[config.mk]
export PLATFORM = sky130hd
export DESIGN_NAME = bpi_lerp
export DESIGN_NICKNAME = d
export VERILOG_FILES = /design/src/sv/bilinear_pixel_interpolator_macros.svh /design/src/sv/bpi_pkg.sv /design/src/sv/bpi_lerp.sv
export SDC_FILE = /design/constraint.sdc
export NUM_CORES = 1
export LEC_CHECK = 0
export BUFFER_PORTS_ARGS = -buffer_cell sky130_fd_sc_hd__buf_4
export CAP_MARGIN = 20
export CELL_PAD_IN_SITES_DETAIL_PLACEMENT = 1
export CELL_PAD_IN_SITES_GLOBAL_PLACEMENT = 2
export CORE_MARGIN = 2
export CORE_UTILIZATION = 41
export CTS_BUF_LIST = sky130_fd_sc_hd__clkbuf_16
export DETAILED_ROUTE_END_ITERATION = 8
export GPL_TIMING_DRIVEN = 0
export PLACE_DENSITY_LB_ADDON = 0.1
export SLEW_MARGIN = 20
export SYNTH_ARGS = -nofsm -noshare
export SYNTH_HDL_FRONTEND = slang
export SYNTH_SLANG_ARGS = --single-unit
[constraint.sdc]
create_clock -name aclk -period 9.9 [get_ports aclk]
set_input_delay 0.495 -clock aclk [delete_from_list [all_inputs] [get_ports aclk]]
set_output_delay 0.495 -clock aclk [all_outputs]
set_load 0.01 [all_outputs]
[src/sv/bilinear_pixel_interpolator_macros.svh]
// Assertion macros for the bilinear pixel interpolator.
// Included by the RTL files that carry concurrent checks; depends on nothing.
`ifndef BILINEAR_PIXEL_INTERPOLATOR_MACROS_SVH
`define BILINEAR_PIXEL_INTERPOLATOR_MACROS_SVH
`ifndef SYNTHESIS
// Same-cycle implication, checked outside reset.
`define BPI_ASSERT_NOW(label, clk, rstn, ante, cons) \
    label: assert property (@(posedge clk) disable iff (!(rstn)) (ante) |-> (cons)) \
        else $error("check failed: label");
// Next-cycle implication, checked outside reset.
`define BPI_ASSERT_NEXT(label, clk, rstn, ante, cons) \
    label: assert property (@(posedge clk) disable iff (!(rstn)) (ante) |=> (cons)) \
        else $error("check failed: label");
`else
`define BPI_ASSERT_NOW(label, clk, rstn, ante, cons)
`define BPI_ASSERT_NEXT(label, clk, rstn, ante, cons)
`endif
`endif

[src/sv/bpi_pkg.sv]
// Shared types, codes and helpers of the bilinear pixel interpolator.
// Depends on nothing; imported by every module of the block.
`timescale 1ns / 1ps

package bpi_pkg;

    localparam int unsigned CFG_W     = 9;
    localparam int unsigned CFG_IDX_W = 1;
    localparam int unsigned DIM_W     = 17;
    localparam int unsigned PIX_W     = 8;
    localparam int unsigned COORD_W   = 16;
    localparam int unsigned VALUE_W   = 24;

    // Configuration register indexes.
    typedef enum logic [CFG_IDX_W-1:0] {
        REG_IMAGE_ROWS = 1'b0,
        REG_IMAGE_COLS = 1'b1
    } cfg_reg_t;

    // Operation and status codes.
    localparam logic OP_WRITE   = 1'b0;
    localparam logic OP_QUERY   = 1'b1;
    localparam logic STATUS_OK  = 1'b0;
    localparam logic STATUS_ERR = 1'b1;

    // Access command from the control path to the pixel store.
    typedef struct packed {
        logic wr_en;
        logic rd_en;
    } store_cmd_t;

    // The 2x2 neighborhood: p<row offset><column offset>.
    typedef struct packed {
        logic [PIX_W-1:0] p00;
        logic [PIX_W-1:0] p01;
        logic [PIX_W-1:0] p10;
        logic [PIX_W-1:0] p11;
    } quad_t;

    // A dimension register of zero acts as one; above the maximum it acts as the maximum.
    function automatic logic [DIM_W-1:0] clamp_dim(input logic [CFG_W-1:0] v,
                                                   input logic [DIM_W-1:0] maxv);
        logic [DIM_W-1:0] ext;
        ext = DIM_W'(v);
        if (v == '0) begin
            return DIM_W'(1);
        end else if (ext > maxv) begin
            return maxv;
        end
        return ext;
    endfunction

endpackage

[src/sv/bpi_lerp.sv]
// Two-stage blend datapath: horizontal lerps, then the vertical lerp.
// Each stage holds one signed multiply per lerp. Depends on bpi_pkg.
`timescale 1ns / 1ps

module bpi_lerp #(
    parameter int unsigned FRAC_BITS = 8
) (
    input  logic                        aclk,
    input  logic                        en,
    input  bpi_pkg::quad_t              quad,
    input  logic [FRAC_BITS-1:0]        fx,
    input  logic [FRAC_BITS-1:0]        fy,
    output logic [8+2*FRAC_BITS-1:0]    val
);
    import bpi_pkg::*;

    localparam int unsigned T_W   = PIX_W + FRAC_BITS;
    localparam int unsigned VAL_W = T_W + FRAC_BITS;

    logic signed [PIX_W+1:0]           d_top;
    logic signed [PIX_W+1:0]           d_bot;
    logic signed [FRAC_BITS+PIX_W+2:0] m_top;
    logic signed [FRAC_BITS+PIX_W+2:0] m_bot;
    logic [T_W-1:0]                    top_next;
    logic [T_W-1:0]                    bot_next;
    logic [T_W-1:0]                    top_reg;
    logic [T_W-1:0]                    bot_reg;
    logic [FRAC_BITS-1:0]              fy_reg;
    logic signed [T_W:0]               d_v;
    logic signed [FRAC_BITS+T_W+1:0]   m_v;
    logic [VAL_W-1:0]                  val_next;
    logic [VAL_W-1:0]                  val_reg;

    // Horizontal blend: p0 * ONE + fx * (p1 - p0).
    always_comb begin
        d_top    = $signed({2'b00, quad.p01}) - $signed({2'b00, quad.p00});
        d_bot    = $signed({2'b00, quad.p11}) - $signed({2'b00, quad.p10});
        m_top    = $signed({1'b0, fx}) * d_top;
        m_bot    = $signed({1'b0, fx}) * d_bot;
        top_next = T_W'($signed({1'b0, quad.p00, {FRAC_BITS{1'b0}}}) + m_top);
        bot_next = T_W'($signed({1'b0, quad.p10, {FRAC_BITS{1'b0}}}) + m_bot);
    end

    // Vertical blend: top * ONE + fy * (bottom - top).
    always_comb begin
        d_v      = $signed({1'b0, bot_reg}) - $signed({1'b0, top_reg});
        m_v      = $signed({1'b0, fy_reg}) * d_v;
        val_next = VAL_W'($signed({1'b0, top_reg, {FRAC_BITS{1'b0}}}) + m_v);
    end

    always_ff @(posedge aclk) begin
        if (en) begin
            top_reg <= top_next;
            bot_reg <= bot_next;
            fy_reg  <= fy;
            val_reg <= val_next;
        end
    end

    assign val = val_reg;

endmodule

==> impl_metrics.csv <==
group,metric,value,unit
timing,layout_min_cycle_time,8.25,ns
clocking,clockBufferDepth,2,
placement,place_congestion,0.807,
clocking,htreeDepth,3,
clocking,cts_root_buffer,"clkbuf_16",
worst_setup_path,critical_path_required,9.99,ns
floorplan,fp.coreArea,32300,um2
synthesis,synth_cell_types,54,
worst_setup_path,critPathCaptureType,"flip-flop",
worst_setup_path,path_depth,27,
clocking,hold_buffers,0,
worst_setup_path,r2r_cells,27,
synthesis,synth-edff-count,64,
timing,post-route-period-util,0.833,
floorplan,io_pins,74,
clocking,cts_repair_resize_count,0,
layout,layout.nets,1918,
timing,rsz0062_at_grt,"false",
floorplan,rows,66,
clocking,path_clk_slew,0.06,ns
synthesis,avgSynthCellArea,9.53,um2
synthesis,synthArstFlopShare,0,
worst_setup_path,crit_top_cell,"fa_1",
placement,port_buffers,70,
worst_setup_path,crit_family,"adder cells",
layout,n_antenna_cell,0,
detailed_routing,first_pass_iters,4,
floorplan,start_util,0.414,
worst_setup_path,worstSetupStartpointType,"flip-flop",
floorplan,fp.dieW,185,um
worst_setup_path,worstSetupPathType,"reg2reg",
detailed_routing,drtAntennaViolNets,0,
timing,worstMarginPinSlew,1.06,ns
detailed_routing,routed_wirelength,31600,um
floorplan,dieArea,34100,um2
synthesis,postSynthCellCount,1404,
grt,grt_max_degree,65,
layout,largest_reg_flops,24,
job,maxCapViolCount,0,
grt,grt.overflow.total,0,
timing,setup_viol,0,
clocking,cts.sinks,64,
clocking,postCtsSetupRepairBufs,0,
worst_setup_path,critPathBufInv,3,
worst_hold_path,hold_depth,1,
grt,grt.total_usage,0.204,
timing,hold_ws,0.318,ns
clocking,clock_latency,0.35,ns
worst_hold_path,min_path_type,"in2reg",
synthesis,ys_seq_area_frac,0.144,
timing,hold_viol_final,0,
layout,nFillCells,3731,
detailed_routing,dr_total_vias,9284,
timing,relSlewSlack,0.285,
placement,dp_hpwl,27000,um
run_status,outcome,"completed",
synthesis,ys.flop_type,"edfxtp_1",
synthesis,syn-cell-area,13400,um2
grt,grt_pass1_wl,53700,um
clocking,cts_buffers,9,
synthesis,yosysWarningCount,0,
timing,max_freq,121,MHz
detailed_routing,drc,0,
detailed_routing,wire_per_inst,16.4,um
worst_setup_path,cp_max_fo,8,
layout,area_growth,10.4,%
worst_setup_path,cp.arrival,8.34,ns
layout,drive_above_1_share,0.0766,
worst_setup_path,slowest_stage,"xnor2_1",
timing,drv_slew,0,
worst_setup_path,crit_path_max_incr_delay,0.84,ns
detailed_routing,via_per_inst,4.81,
grt,grt_pass1_vias,10500,
timing,finalClockSkew,0.0123,ns
grt,antenna_found_initial,0,
floorplan,die_h,185,um
timing,setup-tns-final,0,ns
detailed_routing,drtIter0Drc,254,
synthesis,synth-seq-cells,64,
clocking,cts_tree,"done",
synthesis,syn_nets,1837,
## per-layer routing
metal  global-route usage  wire length (um)  up-vias
met1                0.251             13800     4712
met5                    0                 0        -
met2                0.383             16700       76
met3               0.0146               530       25
met4               0.0540               595        0
li1                     -                 -     4471
## logic make-up (layout without fill, tap and decap cells)
logic type      Yosys count  after routing  synth area share
fa+ha+maj               383            383             0.482
compound gates          125            125            0.0644
buf+inv                 358            443             0.100
mux                      17             17            0.0135
simple gates            387            387             0.149
flops                    64             64             0.144
xor+xnor                 70             70            0.0464
## cell type report
type / instances / area (um2) / share of cell area
Inverter: 329 / 1230 / 0.0837
Multi-Input combinational cell: 982 / 10100 / 0.685
Tap cell: 442 / 553 / 0.0375
Timing Repair Buffer: 70 / 526 / 0.0356
Clock buffer: 9 / 225 / 0.0153
Buffer: 29 / 109 / 0.00737
Clock inverter: 6 / 85.1 / 0.00576
Sequential cell: 64 / 1920 / 0.130
## path summary, 6_finish.rpt
kind                     from         to  slack, ns
hold reg to reg   bot_reg[15]    val[23]       0.81
hold / removal          fy[3]  fy_reg[3]       0.32
setup reg to reg   top_reg[0]    val[23]       1.65
setup / recovery   top_reg[0]    val[23]       1.65
## placed cells by master (no fill, tap or decap), types with 5 or more instances in the layout
| master | count |
|---|---|
| nand2b_1 | 44 |
| o21bai_1 | 5 |
| mux2i_1 | 9 |
| inv_1 | 329 |
| edfxtp_1 | 64 |
| buf_4 | 70 |
| or2_2 | 8 |
| clkbuf_16 | 9 |
| o21ai_0 | 21 |
| nor3_1 | 6 |
| xnor2_1 | 48 |
| mux2_2 | 8 |
| nand2_1 | 134 |
| a211oi_1 | 6 |
| clkbuf_1 | 29 |
| nor2b_1 | 36 |
| xor2_1 | 21 |
| and2_1 | 105 |
| a21o_1 | 21 |
| fa_1 | 221 |
| nor2_1 | 36 |
| ha_1 | 162 |
| a21oi_1 | 34 |
| o21ai_1 | 5 |
| o21a_1 | 7 |
## Yosys cell counts (2+ instances only)
cell	instances	area share
a211oi_1	6	0.0034
a21boi_0	3	0.0017
a21o_1	21	0.012
a21oi_1	34	0.013
a21oi_2	2	0.0013
a31o_2	2	0.0013
and2_1	105	0.049
and3_1	4	0.0019
clkbuf_1	29	0.0081
edfxtp_1	64	0.14
fa_1	221	0.33
ha_1	162	0.15
inv_1	329	0.092
mux2_2	8	0.0067
mux2i_1	9	0.0067
nand2_1	134	0.038
nand2b_1	44	0.021
nand3_1	4	0.0015
nand4_1	2	0.00094
nor2_1	36	0.010
nor2b_1	36	0.017
nor3_1	6	0.0022
o21a_1	7	0.0039
o21ai_0	21	0.0079
o21ai_1	5	0.0019
o21bai_1	5	0.0028
or2_2	8	0.0037
or3_1	3	0.0014
or4_1	2	0.0011
xnor2_1	48	0.031
xor2_1	21	0.014
## per-stage QoR
stage / utilization / instance area (um2) / std cells / setup WS [ns]
after floorplan: - / 13400 / 1404 / 2.98
after global placement: 0.448 / 14500 / 1916 / 1.70
after detailed placement: 0.448 / 14500 / 1916 / 1.65
after CTS: 0.457 / 14800 / 1931 / 1.61
after global routing: 0.457 / 14800 / 1931 / 1.21
final: 0.457 / 14800 / 1931 / 1.65
## worst reg2reg max path, stage by stage (launching register included)
cell	delay (ns)
edfxtp_1	0.47
ha_1	0.28
fa_1	0.41
nor2b_1	0.16
o21ai_2	0.08
a21boi_2	0.21
o2111ai_2	0.17
nand2_1	0.18
a31oi_1	0.12
xnor2_1	0.84
nand2_1	0.20
fa_1	0.57
inv_1	0.05
fa_1	0.56
fa_1	0.44
fa_1	0.52
inv_1	0.06
fa_1	0.50
inv_1	0.06
ha_1	0.33
a21o_1	0.21
or4_1	0.41
o211a_1	0.29
a21oi_1	0.21
o21ai_1	0.13
mux2i_1	0.15
a221oi_1	0.28
xor2_1	0.11
Power is left out: the tool's default activity adds up to more than one toggle a clock period on the data nets, which glitch-free logic cannot reach.
